**src/rtl/i2cmrt_pkg.sv**
```systemverilog
// shared types and constants for the i2c master register transfer unit
package i2cmrt_pkg;

    // command codes carried in the cmd field
    localparam logic [1:0] CMD_TICK  = 2'd0;
    localparam logic [1:0] CMD_READ  = 2'd1;
    localparam logic [1:0] CMD_WRITE = 2'd2;

    // configuration port
    localparam int unsigned CFG_ADDR_W = 3;
    localparam logic        REG_ACK_TIMEOUT = 1'b0;
    localparam logic [7:0]  ACK_TIMEOUT_RESET = 8'd250;

    // bus phases
    typedef enum logic [4:0] {
        PH_IDLE      = 5'd0,
        PH_START_A   = 5'd1,
        PH_START_B   = 5'd2,
        PH_SEND_ADRW = 5'd3,
        PH_ACK_ADRW  = 5'd4,
        PH_SEND_REG  = 5'd5,
        PH_ACK_REG   = 5'd6,
        PH_SEND_DATA = 5'd7,
        PH_ACK_DATA  = 5'd8,
        PH_RSTART_A  = 5'd9,
        PH_RSTART_B  = 5'd10,
        PH_SEND_ADRR = 5'd11,
        PH_ACK_ADRR  = 5'd12,
        PH_READ_BIT  = 5'd13,
        PH_ACK_BACK  = 5'd14,
        PH_STOP_A    = 5'd15,
        PH_STOP_B    = 5'd16,
        PH_STOP_C    = 5'd17
    } phase_t;

    // one input item: a timing tick with optional command
    typedef struct packed {
        logic [1:0] cmd;
        logic [6:0] dev_addr;
        logic [7:0] reg_addr;
        logic [7:0] xfer_len;
        logic [7:0] wr_data;
        logic       sda_in;
    } in_item_t;

    // one result item: pin levels and status after the tick
    typedef struct packed {
        logic       scl_level;
        logic       sda_level;
        logic       sda_drive;
        logic       rd_valid;
        logic [7:0] rd_byte;
        logic       wr_request;
        logic       busy_res;
        logic       done_res;
        logic       ack_error;
        logic [7:0] bytes_done;
    } out_item_t;

endpackage

```
**src/rtl/i2c_master_register_transfer_unit.sv**
```systemverilog
// i2c master register transfer unit: pin-level sequencer, one bus tick per item
// each result is registered on the edge that accepts its item
// one item per cycle unless a held result stalls; one phase step per item
// a result waiting in the output register does not block the next item when taken
// reset: sequencer idle, pins high and driven, ack_timeout 250, output empty
module i2c_master_register_transfer_unit
    import i2cmrt_pkg::*;
(
    input  logic                  clk,
    input  logic                  rst_n,
    input  logic                  in_valid,
    output logic                  in_ready,
    input  in_item_t              in_data,
    output logic                  out_valid,
    input  logic                  out_ready,
    output out_item_t             out_data,
    input  logic                  psel,
    input  logic                  penable,
    input  logic                  pwrite,
    input  logic [CFG_ADDR_W-1:0] paddr,
    input  logic [31:0]           pwdata,
    output logic [31:0]           prdata,
    output logic                  pready
);

    logic [7:0] ack_timeout_reg;

    phase_t     phase_reg, phase_next;
    logic [2:0] tick_reg, tick_next;
    logic [2:0] bit_index_reg, bit_index_next;
    logic [7:0] shift_reg, shift_next;
    logic [7:0] byte_count_reg, byte_count_next;
    logic [7:0] ack_wait_reg, ack_wait_next;
    logic [6:0] dev_reg, dev_next;
    logic [7:0] regaddr_reg, regaddr_next;
    logic [7:0] len_reg, len_next;
    logic       is_read_reg, is_read_next;
    logic       abort_reg, abort_next;
    logic       scl_reg, scl_next;
    logic       sda_reg, sda_next;
    logic       drv_reg, drv_next;

    logic       out_valid_reg;
    out_item_t  out_data_reg;

    logic       accept;
    logic       start_cmd;
    logic       ack_phase;
    logic       rd_valid_c;
    logic       wr_req_c;
    logic       busy_c;
    logic       done_c;
    logic       aerr_c;

    // configuration port
    assign pready = 1'b1;
    assign prdata = (paddr[CFG_ADDR_W-1] == REG_ACK_TIMEOUT) ? {24'd0, ack_timeout_reg} : 32'd0;

    always_ff @(posedge clk or negedge rst_n)
    begin
        if (!rst_n)
        begin
            ack_timeout_reg <= ACK_TIMEOUT_RESET;
        end
        else if (psel && penable && pwrite && (paddr[CFG_ADDR_W-1] == REG_ACK_TIMEOUT))
        begin
            ack_timeout_reg <= pwdata[7:0];
        end
    end

    // handshake: take a new item whenever the output register frees up
    assign in_ready  = !out_valid_reg || out_ready;
    assign accept    = in_valid && in_ready;
    assign out_valid = out_valid_reg;
    assign out_data  = out_data_reg;

    assign start_cmd = (in_data.cmd == CMD_READ) || (in_data.cmd == CMD_WRITE);
    assign ack_phase = (phase_reg == PH_ACK_ADRW) || (phase_reg == PH_ACK_REG)
                    || (phase_reg == PH_ACK_DATA) || (phase_reg == PH_ACK_ADRR);

    // next state of the sequencer for one tick
    always_comb
    begin
        phase_next      = phase_reg;
        tick_next       = tick_reg;
        bit_index_next  = bit_index_reg;
        shift_next      = shift_reg;
        byte_count_next = byte_count_reg;
        ack_wait_next   = ack_wait_reg;
        dev_next        = dev_reg;
        regaddr_next    = regaddr_reg;
        len_next        = len_reg;
        is_read_next    = is_read_reg;
        abort_next      = abort_reg;
        scl_next        = scl_reg;
        sda_next        = sda_reg;
        drv_next        = drv_reg;

        // command taken only while idle
        if (phase_reg == PH_IDLE)
        begin
            if (start_cmd)
            begin
                dev_next        = in_data.dev_addr;
                regaddr_next    = in_data.reg_addr;
                len_next        = in_data.xfer_len;
                is_read_next    = (in_data.cmd == CMD_READ);
                byte_count_next = 8'd0;
                abort_next      = 1'b0;
                ack_wait_next   = 8'd0;
                phase_next      = PH_START_A;
                tick_next       = 3'd0;
            end
            else
            begin
                {scl_next, sda_next, drv_next} = 3'b111;
            end
        end

        unique case (phase_next)
            PH_IDLE:
            begin
            end
            PH_START_A, PH_RSTART_A:
            begin
                {scl_next, sda_next, drv_next} = 3'b111;
                if (tick_next >= 3'd3)
                begin
                    phase_next = (phase_next == PH_START_A) ? PH_START_B : PH_RSTART_B;
                    tick_next  = 3'd0;
                end
                else
                begin
                    tick_next = tick_next + 3'd1;
                end
            end
            PH_START_B, PH_RSTART_B:
            begin
                {scl_next, sda_next, drv_next} = 3'b101;
                if (tick_next >= 3'd3)
                begin
                    tick_next      = 3'd0;
                    bit_index_next = 3'd7;
                    if (phase_next == PH_START_B)
                    begin
                        phase_next = PH_SEND_ADRW;
                        shift_next = {dev_next, 1'b0};
                    end
                    else
                    begin
                        phase_next = PH_SEND_ADRR;
                        shift_next = {dev_next, 1'b1};
                    end
                end
                else
                begin
                    tick_next = tick_next + 3'd1;
                end
            end
            PH_SEND_ADRW, PH_SEND_REG, PH_SEND_DATA, PH_SEND_ADRR:
            begin
                scl_next = (tick_next == 3'd2) || (tick_next == 3'd3);
                sda_next = shift_next[bit_index_next];
                drv_next = 1'b1;
                if (tick_next >= 3'd5)
                begin
                    tick_next = 3'd0;
                    if (bit_index_next == 3'd0)
                    begin
                        ack_wait_next = 8'd0;
                        unique case (phase_next)
                            PH_SEND_ADRW: phase_next = PH_ACK_ADRW;
                            PH_SEND_REG:  phase_next = PH_ACK_REG;
                            PH_SEND_DATA: phase_next = PH_ACK_DATA;
                            default:      phase_next = PH_ACK_ADRR;
                        endcase
                    end
                    else
                    begin
                        bit_index_next = bit_index_next - 3'd1;
                    end
                end
                else
                begin
                    tick_next = tick_next + 3'd1;
                end
            end
            PH_ACK_ADRW, PH_ACK_REG, PH_ACK_DATA, PH_ACK_ADRR:
            begin
                drv_next = 1'b0;
                sda_next = 1'b1;
                if (tick_next == 3'd0)
                begin
                    scl_next  = 1'b0;
                    tick_next = 3'd1;
                end
                else if (tick_next == 3'd1)
                begin
                    scl_next  = 1'b1;
                    tick_next = 3'd2;
                end
                else if (!in_data.sda_in)
                begin
                    // acknowledge seen
                    scl_next  = 1'b0;
                    tick_next = 3'd0;
                    unique case (phase_next)
                        PH_ACK_ADRW:
                        begin
                            phase_next     = PH_SEND_REG;
                            shift_next     = regaddr_next;
                            bit_index_next = 3'd7;
                        end
                        PH_ACK_REG:
                        begin
                            if (is_read_next)
                            begin
                                phase_next = PH_RSTART_A;
                            end
                            else if (len_next == 8'd0)
                            begin
                                phase_next = PH_STOP_A;
                            end
                            else
                            begin
                                phase_next     = PH_SEND_DATA;
                                shift_next     = in_data.wr_data;
                                bit_index_next = 3'd7;
                            end
                        end
                        PH_ACK_DATA:
                        begin
                            byte_count_next = byte_count_next + 8'd1;
                            if (byte_count_next == len_next)
                            begin
                                phase_next = PH_STOP_A;
                            end
                            else
                            begin
                                phase_next     = PH_SEND_DATA;
                                shift_next     = in_data.wr_data;
                                bit_index_next = 3'd7;
                            end
                        end
                        default:
                        begin
                            if (len_next == 8'd0)
                            begin
                                phase_next = PH_STOP_A;
                            end
                            else
                            begin
                                phase_next     = PH_READ_BIT;
                                shift_next     = 8'd0;
                                bit_index_next = 3'd7;
                            end
                        end
                    endcase
                end
                else if (ack_wait_next >= ack_timeout_reg)
                begin
                    // acknowledge timed out
                    scl_next   = 1'b1;
                    abort_next = 1'b1;
                    phase_next = PH_STOP_A;
                    tick_next  = 3'd0;
                end
                else
                begin
                    scl_next      = 1'b1;
                    ack_wait_next = ack_wait_next + 8'd1;
                end
            end
            PH_READ_BIT:
            begin
                drv_next = 1'b0;
                sda_next = 1'b1;
                if (tick_next < 3'd2)
                begin
                    scl_next  = 1'b0;
                    tick_next = tick_next + 3'd1;
                end
                else
                begin
                    scl_next   = 1'b1;
                    shift_next = {shift_next[6:0], in_data.sda_in};
                    tick_next  = 3'd0;
                    if (bit_index_next == 3'd0)
                    begin
                        phase_next = PH_ACK_BACK;
                    end
                    else
                    begin
                        bit_index_next = bit_index_next - 3'd1;
                    end
                end
            end
            PH_ACK_BACK:
            begin
                // nack on the last byte
                scl_next = (tick_next >= 3'd2);
                sda_next = (({1'b0, byte_count_next} + 9'd1) == {1'b0, len_next});
                drv_next = 1'b1;
                if (tick_next >= 3'd3)
                begin
                    byte_count_next = byte_count_next + 8'd1;
                    tick_next       = 3'd0;
                    if (byte_count_next == len_next)
                    begin
                        phase_next = PH_STOP_A;
                    end
                    else
                    begin
                        phase_next     = PH_READ_BIT;
                        shift_next     = 8'd0;
                        bit_index_next = 3'd7;
                    end
                end
                else
                begin
                    tick_next = tick_next + 3'd1;
                end
            end
            PH_STOP_A:
            begin
                {scl_next, sda_next, drv_next} = 3'b001;
                if (tick_next >= 3'd3)
                begin
                    phase_next = PH_STOP_B;
                    tick_next  = 3'd0;
                end
                else
                begin
                    tick_next = tick_next + 3'd1;
                end
            end
            PH_STOP_B:
            begin
                {scl_next, sda_next, drv_next} = 3'b101;
                if (tick_next >= 3'd3)
                begin
                    phase_next = PH_STOP_C;
                    tick_next  = 3'd0;
                end
                else
                begin
                    tick_next = tick_next + 3'd1;
                end
            end
            PH_STOP_C:
            begin
                {scl_next, sda_next, drv_next} = 3'b111;
                phase_next = PH_IDLE;
                tick_next  = 3'd0;
            end
            default:
            begin
                {scl_next, sda_next, drv_next} = 3'b111;
                phase_next = PH_IDLE;
                tick_next  = 3'd0;
            end
        endcase
    end

    // per-tick status flags
    always_comb
    begin
        rd_valid_c = (phase_reg == PH_ACK_BACK) && (tick_reg >= 3'd3);
        wr_req_c   = 1'b0;
        if (ack_phase && (tick_reg >= 3'd2) && !in_data.sda_in)
        begin
            if (phase_reg == PH_ACK_REG)
            begin
                wr_req_c = !is_read_reg && (len_reg != 8'd0);
            end
            else if (phase_reg == PH_ACK_DATA)
            begin
                wr_req_c = ((byte_count_reg + 8'd1) != len_reg);
            end
        end
        done_c = (phase_reg == PH_STOP_C);
        aerr_c = done_c && abort_reg;
        busy_c = 1'b1;
        if (phase_reg == PH_IDLE)
        begin
            busy_c = start_cmd;
        end
        else if (phase_reg > PH_STOP_C)
        begin
            busy_c = 1'b0;
        end
    end

    // sequencer state
    always_ff @(posedge clk or negedge rst_n)
    begin
        if (!rst_n)
        begin
            phase_reg      <= PH_IDLE;
            tick_reg       <= 3'd0;
            bit_index_reg  <= 3'd7;
            shift_reg      <= 8'd0;
            byte_count_reg <= 8'd0;
            ack_wait_reg   <= 8'd0;
            dev_reg        <= 7'd0;
            regaddr_reg    <= 8'd0;
            len_reg        <= 8'd1;
            is_read_reg    <= 1'b0;
            abort_reg      <= 1'b0;
            scl_reg        <= 1'b1;
            sda_reg        <= 1'b1;
            drv_reg        <= 1'b1;
        end
        else if (accept)
        begin
            phase_reg      <= phase_next;
            tick_reg       <= tick_next;
            bit_index_reg  <= bit_index_next;
            shift_reg      <= shift_next;
            byte_count_reg <= byte_count_next;
            ack_wait_reg   <= ack_wait_next;
            dev_reg        <= dev_next;
            regaddr_reg    <= regaddr_next;
            len_reg        <= len_next;
            is_read_reg    <= is_read_next;
            abort_reg      <= abort_next;
            scl_reg        <= scl_next;
            sda_reg        <= sda_next;
            drv_reg        <= drv_next;
        end
    end

    // output register valid
    always_ff @(posedge clk or negedge rst_n)
    begin
        if (!rst_n)
        begin
            out_valid_reg <= 1'b0;
        end
        else if (accept)
        begin
            out_valid_reg <= 1'b1;
        end
        else if (out_ready)
        begin
            out_valid_reg <= 1'b0;
        end
    end

    // output register payload
    always_ff @(posedge clk)
    begin
        if (accept)
        begin
            out_data_reg.scl_level  <= scl_next;
            out_data_reg.sda_level  <= sda_next;
            out_data_reg.sda_drive  <= drv_next;
            out_data_reg.rd_valid   <= rd_valid_c;
            out_data_reg.rd_byte    <= rd_valid_c ? shift_reg : 8'd0;
            out_data_reg.wr_request <= wr_req_c;
            out_data_reg.busy_res   <= busy_c;
            out_data_reg.done_res   <= done_c;
            out_data_reg.ack_error  <= aerr_c;
            out_data_reg.bytes_done <= byte_count_next;
        end
    end

    // checks
    a_stop_to_idle: assert property (@(posedge clk) disable iff (!rst_n)
        accept && (phase_reg == PH_STOP_C) |=> (phase_reg == PH_IDLE))
        else $error("sequencer did not return to idle after stop");

    a_accept_fills_output: assert property (@(posedge clk) disable iff (!rst_n)
        accept |=> out_valid_reg)
        else $error("accepted transfer produced no result");

    a_idle_tick_not_busy: assert property (@(posedge clk) disable iff (!rst_n)
        accept && (phase_reg == PH_IDLE) && !start_cmd |=> !out_data_reg.busy_res)
        else $error("idle tick reported busy");

    a_error_with_done: assert property (@(posedge clk) disable iff (!rst_n)
        out_valid_reg && out_data_reg.ack_error |-> out_data_reg.done_res)
        else $error("ack error reported without done");

    a_tick_range: assert property (@(posedge clk) disable iff (!rst_n)
        tick_reg <= 3'd5)
        else $error("tick counter out of range");

endmodule

```
**config.mk**
```make
export PLATFORM = sky130hd
export DESIGN_NAME = i2c_master_register_transfer_unit
export DESIGN_NICKNAME = d
export VERILOG_FILES = /design/src/rtl/i2cmrt_pkg.sv /design/src/rtl/i2c_master_register_transfer_unit.sv
export SDC_FILE = /design/constraint.sdc
export NUM_CORES = 1
export LEC_CHECK = 0
export BUFFER_PORTS_ARGS = -buffer_cell sky130_fd_sc_hd__buf_4
export CAP_MARGIN = 15
export CORE_UTILIZATION = 30
export CTS_BUF_LIST = sky130_fd_sc_hd__clkbuf_2
export DETAILED_ROUTE_END_ITERATION = 8
export PLACE_DENSITY = 0.57
export SYNTH_ARGS = -nofsm -noshare
export SYNTH_HDL_FRONTEND = slang
export SYNTH_SLANG_ARGS = --single-unit
export TNS_END_PERCENT = 1
```
**constraint.sdc**
```tcl
create_clock -name clk -period 4.8 [get_ports clk]
set_input_delay 0.24 -clock clk [delete_from_list [all_inputs] [get_ports clk]]
set_output_delay 0.24 -clock clk [all_outputs]
set_load 0.05 [all_outputs]
```
==> results.cfg, run 1 <==
[finish]
fin_nets = 889
largest_reg_flops = 24
drive_gt1_frac = 0.227
layout_commonest_cell = buf_4
final_cell_mix = 97 x buf_4, 77 x nand2_1, 59 x dfrtp_1
postLayoutCellArea_mm2 = 0.00765
syn_to_final_growth_pct = 21.6

[setup_path]
cp-end-kind = flip-flop
start_kind = input pin
arrival_ps = 4690
critPathMaxFanout = 13
max_stage_delay_ps = 530
timing.rr.end = ack_wait_reg[5]
r2r_start = phase_reg[2]
required_ps = 5340
worstPathCellList = dlygate4sd3_1, buf_4, ha_1, nor3_1, nand2_1, nand2_1, inv_1, ha_1, a21o_1, a221o_1, a41oi_1, and3b_1, nand3_1, a211o_1, a31o_2
cp_slowest_cell = dlygate4sd3_1
critPathKind = input pin to flip-flop
r2r.worst_path.cells = 12
r2r_slack_ps = 770

[global_route]
grt_pass1_vias = 5394
grt_pass1_wl_um = 28800
grt_max_degree = 70
grt_overflow = 0
track_usage = 0.170
antenna_found_initial = 1

[sta]
final.min_clock_period_ps = 4140
worst_pin_slew_ps = 960
setup_violations = 0
final_hold_viol_count = 0
fin_skew_ps = 33.5
relSlewSlack = 0.360
fin_ws_ps = 656
max_freq_mhz = 241
fin_setup_tns_ps = 0
rsz0062_at_grt = no
slew_violations = 0
finalCritPeriodShare = 0.863

[floorplanning]
row_count = 52
die-area_mm2 = 0.0215
fp.dieH_um = 147
io_pins = 135
dieWidth_um = 147
start_util = 0.309
core_area_mm2 = 0.0204

[synthesis]
syn-mean-instance-area_um2 = 9.21
seq_area_frac_synth = 0.391
ys_async_sr_fraction = 0.742
yosys_warnings = 0
ys_types = 78
synth_cells = 683
ys.flop_type = dfrtp_1
synth_area_mm2 = 0.00629
ys_ff_latch = 93
synth_edf_count = 24

[placed_design]
dp_hpwl_um = 12200
place_ws_ps = 536
port_buffers = 83
place_area_mm2 = 0.00708
place.gp.congestion = 0.870

[flow_run]
drv_cap = 0

[hold_path]
hold_path_end = is_read_reg
hp-start = in_data[33]
whs_path_depth = 4
min_path_type = input pin to flip-flop

[route]
drt_first_pass_iters = 5
antenna_left = 0
wirelength_um = 17900
drt_iter0_drc = 520
drcViolationCount = 0
wl_per_cell_um = 16.7
num_vias = 5577
vias_per_cell = 5.21

[clocking]
cts_buffers = 9
cts_hold_buf = 43
cts_max_path_buffers = 2
cts_resized = 0
numClockSinks = 93
root_buffer = clkbuf_2
clk_latency_ps = 640
cts_max_level = 3
cts_setup_buffers = 0
clkTransAtPathRegs_ps = 270
cts_tree = yes

[power]
p_total_mw = 3.32
leakage_nw = 3.26
powerDensity_mw_per_mm2 = 434
peakVddDrop_uv = 131

[outcome]
status = finished clean
-- critical path, delay by kind of cell --
kind | cells | cell delay (ps)
buffers and inverters | 3 | 730
and+or+nand+nor | 5 | 1570
AOI/OAI and AO/OA | 5 | 1480
adders and majority gates | 2 | 660
-- final cells by class --
type,instances,area [um2]
tap,270,338
inverter,27,101
timing repair buffer,141,1170
clock buffer,9,45.0
antenna,1,2.50
sequential,93,2460
clock inverter,7,76.3
multi-input combinational,522,3450
fill,2057,12700
-- logic make-up (layout without fill, tap and decap cells) --
logic type,Yosys count,count (layout),synth area share
simple gates,234,234,0.182
buf+inv,91,184,0.0730
xor+xnor,19,19,0.0265
mux,54,54,0.0983
fa+ha+maj,19,19,0.0378
compound gates,171,171,0.189
other cells,2,26,0.00119
flops,93,93,0.391
-- synthesized netlist by cell type, types with 6 or more instances --
cell type | number | area (um2)
nand4_1 | 10 | 62.6
xor2_1 | 10 | 87.6
edfxtp_1 | 24 | 721
o21ai_0 | 44 | 220
inv_1 | 26 | 97.6
buf_4 | 26 | 195
nand2b_1 | 6 | 37.5
xnor2_1 | 9 | 78.8
nor2_1 | 49 | 184
dfrtp_1 | 59 | 1480
a221oi_1 | 7 | 61.3
ha_1 | 19 | 238
and2_1 | 21 | 131
nor2b_1 | 8 | 50.1
nand3_1 | 16 | 80.1
o211ai_1 | 6 | 45.0
nor3_1 | 9 | 45.0
a21oi_1 | 39 | 195
or3_1 | 6 | 37.5
and3_1 | 8 | 50.1
buf_2 | 10 | 50.1
mux2i_1 | 10 | 100
nand2_1 | 77 | 289
clkbuf_1 | 22 | 82.6
dfstp_2 | 10 | 263
a31oi_1 | 7 | 43.8
mux2_2 | 42 | 473
-- report_power, final --
| group | leakage [nW] | total [mW] | switching [mW] | internal (mW) |
|---|---|---|---|---|
| logic | 2.11 | 1.66 | 0.995 | 0.666 |
| clock network | 0.0681 | 0.421 | 0.300 | 0.122 |
| registers | 1.08 | 1.24 | 0.192 | 1.05 |
| total | 3.26 | 3.32 | 1.49 | 1.83 |
-- layer usage --
layer  share of wire  global-route usage  routed length (um)
met5               0                   0                   0
met4           0.023              0.0656                 414
met3           0.051              0.0283                 906
met2            0.48               0.280                8520
met1            0.45               0.222                8040
-- how the worst max path moves through the flow --
stage	start	end	slack, ps	cells after the start
global placement	in_data[32]	ack_wait_reg[5]	620	14
detailed placement	in_data[32]	ack_wait_reg[5]	540	14
finish	in_data[32]	ack_wait_reg[5]	660	15
global route	in_data[32]	ack_wait_reg[5]	390	15
CTS	phase_reg[2]	ack_wait_reg[5]	770	12
floorplan	in_data[33]	ack_wait_reg[5]	860	17
-- stage by stage --
step | std cells | hold WS (ps) | utilization
after floorplan | 706 | -55.6 | -
after global placement | 1009 | 442 | 0.348
after detailed placement | 1009 | 453 | 0.348
after CTS | 1068 | 12.1 | 0.375
after global routing | 1070 | 66.8 | 0.375
final | 1070 | 99.2 | 0.375
No activity file was read; power rests on OpenSTA's default activity.
==> run 2: changes to the inputs <==
REMOVE_ABC_BUFFERS = 1   (was default)
==> run 2 against run 1 <==
Clock-buffer cell count unchanged. Via count decreased by 1.1%. Total power increased by 1.5%. Global-route usage decreased by 0.21 points. Non-clock buffer count increased by 2. Clock skew decreased by 5.6 ps. Final area increased by 0.47%. Critical path depth increased by 1. Register-to-register slack improved by 200 ps. Critical path type unchanged. Highest routed layer unchanged. Clock power increased by 13%.
==> results.cfg, run 2 (synthesis results as in run 1) <==
[outcome]
status = finished clean

[global_route]
gr-usage-met1 = 0.219
grt_pass1_wl_um = 28500
grt.met2_usage = 0.283
grt_max_degree = 70
antenna_found_initial = 1
grt_pass1_vias = 5347
track_usage = 0.168
grt_overflow = 0
grtUsageMet3 = 0.0196
top_usage_layer = met2

[setup_path]
cp-end-kind = flip-flop
r2r_slack_ps = 970
required_ps = 5380
critPathKind = input pin to flip-flop
critPathMaxFanout = 10
start_kind = input pin
arrival_ps = 4610

[clocking]
clkTransAtPathRegs_ps = 270
cts_buffers = 9
numClockSinks = 93
clk_latency_ps = 650
cts_max_level = 3
cts_tree = yes
root_buffer = clkbuf_2
cts_max_path_buffers = 2
cts_setup_buffers = 0

[power]
switching_share = 0.439
peakVddDrop_uv = 178
p_sw_mw = 1.48
p_int_mw = 1.89
p_seq_frac = 0.367
p_clk_frac = 0.142
powerDensity_mw_per_mm2 = 438
combPwrFrac = 0.491
leakage_nw = 3.28

[placed_design]
port_buffers = 83
place.gp.congestion = 0.848
place_ws_ps = 663
dp_hpwl_um = 12200

[sta]
final_hold_viol_count = 0
fin_setup_tns_ps = 0
rsz0062_at_grt = no
worst_pin_slew_ps = 944
relSlewSlack = 0.371
slew_violations = 0
fin_skew_ps = 27.9
fin_ws_ps = 766
final.min_clock_period_ps = 4030
max_freq_mhz = 248
setup_violations = 0
finalCritPeriodShare = 0.840

[floorplanning]
dieWidth_um = 147
row_count = 52
start_util = 0.309
core_area_mm2 = 0.0204
die-area_mm2 = 0.0215
io_pins = 135
fp.dieH_um = 147

[route]
drt_iter0_drc = 450
num_vias = 5515
wl_per_cell_um = 16.3
wirelength_um = 17500
antenna_left = 0
drcViolationCount = 0
drt_first_pass_iters = 5
vias_per_cell = 5.14

[finish]
final_cell_mix = 99 x buf_4, 77 x nand2_1, 59 x dfrtp_1
syn_to_final_growth_pct = 22.2
seq_area_mm2 = 0.00246
fin_nets = 891
layout_commonest_cell = buf_4
largest_reg_flops = 24
multi_input_area_mm2 = 0.00345
fillers = 2049
drive_gt1_frac = 0.227

[flow_run]
drv_cap = 0

[hold_path]
min_path_type = input pin to flip-flop
run 2: area by class of cell:
cell class | count | area share
repair buffers | 143 | 0.154
clock inverters | 7 | 0.0127
diodes | 1 | 0.000326
inverters | 27 | 0.0132
flip-flops and latches | 93 | 0.320
well taps | 270 | 0.0440
clock buffers | 9 | 0.00586
multi-input cells | 522 | 0.450
run 2: path summary, 6_finish.rpt:
| check | from | endpoint | cells after the start |
|---|---|---|---|
| setup / recovery | in_data[32] | ack_wait_reg[5] | 16 |
| hold / removal | in_data[33] | is_read_reg | 4 |
| setup reg to reg | phase_reg[2] | ack_wait_reg[5] | 13 |
| hold reg to reg | dev_reg[6] | dev_reg[6] | 1 |
| max in group asynchronous | rst_n | byte_count_reg[5] | 2 |
| min in group asynchronous | rst_n | ack_timeout_reg[0] | 2 |
run 2: what timing repair did:
item / 4_1_cts / 5_1_grt
endpoints found under the hold margin: 102 / 0
setup endpoints to repair: 0 / 0
gates resized for setup: 0 / 0
hold buffers: 44 / 0
run 2: critical path: stages:
cell	delay (ps)
dlygate4sd3_1	540
buf_4	130
ha_1	390
nor3_1	400
nand2_1	340
nand2_1	240
inv_1	70
ha_1	290
a21o_1	190
a221o_1	340
a41oi_1	180
buf_4	180
and3b_1	360
nand3_1	160
a211o_1	310
a31o_2	250
run 2: metal layers:
layer | routed length, um | part of all wire
met1 | 7800 | 0.45
met2 | 8500 | 0.49
met3 | 859 | 0.049
met4 | 304 | 0.017
met5 | 0 | 0
run 2: metrics by stage:
step | std cells | hold WS (ps) | utilization | power, mW | area, um2
6_report | 1072 | 61.5 | 0.377 | 3.37 | 7680
5_1_grt | 1072 | 76.6 | 0.377 | 3.62 | 7680
4_1_cts | 1071 | 42.2 | 0.377 | 3.38 | 7680
3_5_place_dp | 1011 | 460 | 0.348 | 2.87 | 7100
3_3_place_gp | 1011 | 442 | 0.348 | 2.86 | 7100
2_1_floorplan | 642 | -55.6 | - | 2.38 | 6020
run 2: power groups by stage:
stage	clock (mW)	sequential, mW	combinational [mW]
after detailed placement	0	1.25	1.62
after global routing	0.519	1.27	1.82
after floorplan	0	1.28	1.10
after global placement	0	1.25	1.61
after CTS	0.494	1.23	1.65
final	0.477	1.24	1.65
==> run 3: changes to the inputs <==
ABC_AREA = 1   (was default)
clock period = 3.8 ns   (was 4.8 ns; I/O delays follow)
==> run 3 against run 2 <==
Clock power up 15%. Final area up 1.5%. Total power up 32%. Worst hold slack worse by 5.9 ps. Critical path type is now flip-flop to flip-flop. First-iteration DRC count down 36%. Highest routed layer unchanged.
==> results.cfg, run 3 <==
[flow_run]
drv_cap = 0

[route]
drcViolationCount = 0
num_vias = 5973
vias_per_cell = 4.66
wirelength_um = 17600
met1Wirelength_um = 8040
antenna_left = 0
top_layer_used = met4
wl_met3_um = 496
dr_wl_met2_um = 8560
drt_first_pass_iters = 7
drt_iter0_drc = 289
wl_per_cell_um = 13.8

[global_route]
track_usage = 0.169
grt_max_degree = 70
grt_pass1_wl_um = 29200
grt_overflow = 0
antenna_found_initial = 1
grt_pass1_vias = 5799

[finish]
syn_to_final_growth_pct = 21.1
layout_commonest_cell = nand2_1
largest_reg_flops = 24
post-route-util = 0.371
final_cell_mix = 225 x nand2_1, 101 x inv_1, 93 x buf_4
drive_gt1_frac = 0.172
fillers = 2237
fin_nets = 1095

[floorplanning]
dieWidth_um = 149
row_count = 53
io_pins = 135
fp.dieH_um = 149
start_util = 0.306
core_area_mm2 = 0.0210
die-area_mm2 = 0.0221

[power]
powerDensity_mw_per_mm2 = 569
leakage_nw = 3.73
p_total_mw = 4.44
peakVddDrop_uv = 190

[setup_path]
cp.depth = 15
r2r_slack_ps = 530
start_kind = flip-flop
max_stage_delay_ps = 800
cp-end-kind = flip-flop
critPathMaxFanout = 36
worstPathCellList = nor2_8, nand4_4, buf_4, nand2_1, inv_1, ha_1, nand3_2, o21ai_1, nand3b_1, nand2_1, nor2_4, nand3_1, nand3_2, nand2_1, o21ai_2
r2r.worst_path.cells = 15
critPathMostFrequentCell = nand2_1
critical-path-top-delay-family = simple AND/OR/NAND/NOR gates
path_buf_inv = 2
arrival_ps = 3810
required_ps = 4350
timing.rr.end = shift_reg[0]
cp_slowest_cell = dfrtp_1
r2r_start = phase_reg[1]
critPathKind = flip-flop to flip-flop

[clocking]
root_buffer = clkbuf_2
numClockSinks = 93
cts_max_path_buffers = 2
cts_max_level = 3
cts_setup_buffers = 0
clk_latency_ps = 650
cts_tree = yes
cts_buffers = 9
clkTransAtPathRegs_ps = 270
cts_hold_buf = 45
cts_resized = 0

[synthesis]
ys_top_cells_by_count = 225 x nand2_1, 102 x inv_1, 79 x nor2_1
synth_most_common_cell = nand2_1
synth.top_cell.area_share = 0.229
syn-mean-instance-area_um2 = 7.29
ys_ff_latch = 93
ys.flop_type = dfrtp_1
ys_async_sr_fraction = 0.742
synth_area_leaders = dfrtp_1 23%, nand2_1 13%, edfxtp_1 11%, inv_1 5.9%, o21ai_0 5.3%
synth_area_leader_cell = dfrtp_1
synth_edf_count = 24
seq_area_frac_synth = 0.382
synth_area_mm2 = 0.00644
yosys_warnings = 0
ys_types = 50
synth_cells = 883

[sta]
final.min_clock_period_ps = 3270
setup_violations = 0
fin_skew_ps = 29.0
final_hold_viol_count = 0
finalCritPeriodShare = 0.859
rsz0062_at_grt = no
fin_setup_tns_ps = 0
worst_pin_slew_ps = 951
slew_violations = 0
max_freq_mhz = 306
relSlewSlack = 0.366

[placed_design]
dp_hpwl_um = 12700
place.gp.congestion = 0.882
port_buffers = 83

[hold_path]
hold_path_end = phase_reg[0]
hp-start = in_valid
whs_path_depth = 5
min_path_type = input pin to flip-flop

[outcome]
status = finished clean
-- run 3: cell types whose count changed after synthesis, sizes merged, moves of 33 or more --
cell	change
inv	+88
mux2	-42
nand2	+158
nand3	+33
nor2	+41
o21ai	+43
-- run 3: layer usage --
| layer | global-route usage | vias to the layer above |
|---|---|---|
| li1 | - | 3065 |
| met1 | 0.213 | 2774 |
| met2 | 0.287 | 105 |
| met3 | 0.0199 | 29 |
| met4 | 0.0789 | 0 |
| met5 | 0 | - |
-- run 3: cell families after synthesis --
group,Yosys count,synth area share
fa+ha+maj,19,0.0369
flops,93,0.382
simple gates,411,0.289
compound gates,178,0.157
other cells,2,0.00117
xor+xnor,9,0.0122
mux,1,0.00155
buf+inv,170,0.120
-- run 3: power breakdown --
| group | switching (mW) | total [mW] | internal [mW] |
|---|---|---|---|
| Combinational | 1.56 | 2.34 | 0.782 |
| Sequential | 0.223 | 1.55 | 1.33 |
| Clock | 0.387 | 0.550 | 0.164 |
| Total | 2.17 | 4.44 | 2.27 |
-- run 3: layout make-up --
class	instances	area, um2	area share
multi-input cells	643	3290	0.422
flip-flops and latches	93	2460	0.315
repair buffers	138	1150	0.147
inverters	115	432	0.0553
well taps	275	344	0.0441
clock inverters	6	72.6	0.00930
clock buffers	10	50.0	0.00642
diodes	1	2.50	0.000321
-- run 3: worst register-to-register path, stage by stage, from the launching register on --
cell and delay, ps:
dfrtp_1 800, nor2_8 80, nand4_4 120, buf_4 330
nand2_1 140, inv_1 80, ha_1 190, nand3_2 170
o21ai_1 270, nand3b_1 100, nand2_1 120, nor2_4 50
nand3_1 100, nand3_2 370, nand2_1 200, o21ai_2 60
-- run 3: per-stage QoR --
| stage | worst slack (ps) | instance area (um2) | hold slack [ps] | std cells |
|---|---|---|---|---|
| after floorplan | 379 | 6180 | -106 | 851 |
| after CTS | 557 | 7800 | 19.2 | 1280 |
| after detailed placement | 592 | 7220 | 406 | 1219 |
| after global placement | 578 | 7220 | 401 | 1219 |
| after global routing | 219 | 7800 | 43.8 | 1281 |
| final | 534 | 7800 | 55.6 | 1281 |
-- run 3: worst max path at each step --
stage,start,to,slack [ps]
after CTS,phase_reg[1],shift_reg[0],560
after global placement,phase_reg[1],ack_wait_reg[0],580
final,phase_reg[1],shift_reg[0],530
after global routing,phase_reg[1],ack_wait_reg[7],220
after detailed placement,phase_reg[1],shift_reg[3],590
after floorplan,out_valid,shift_reg[0],380
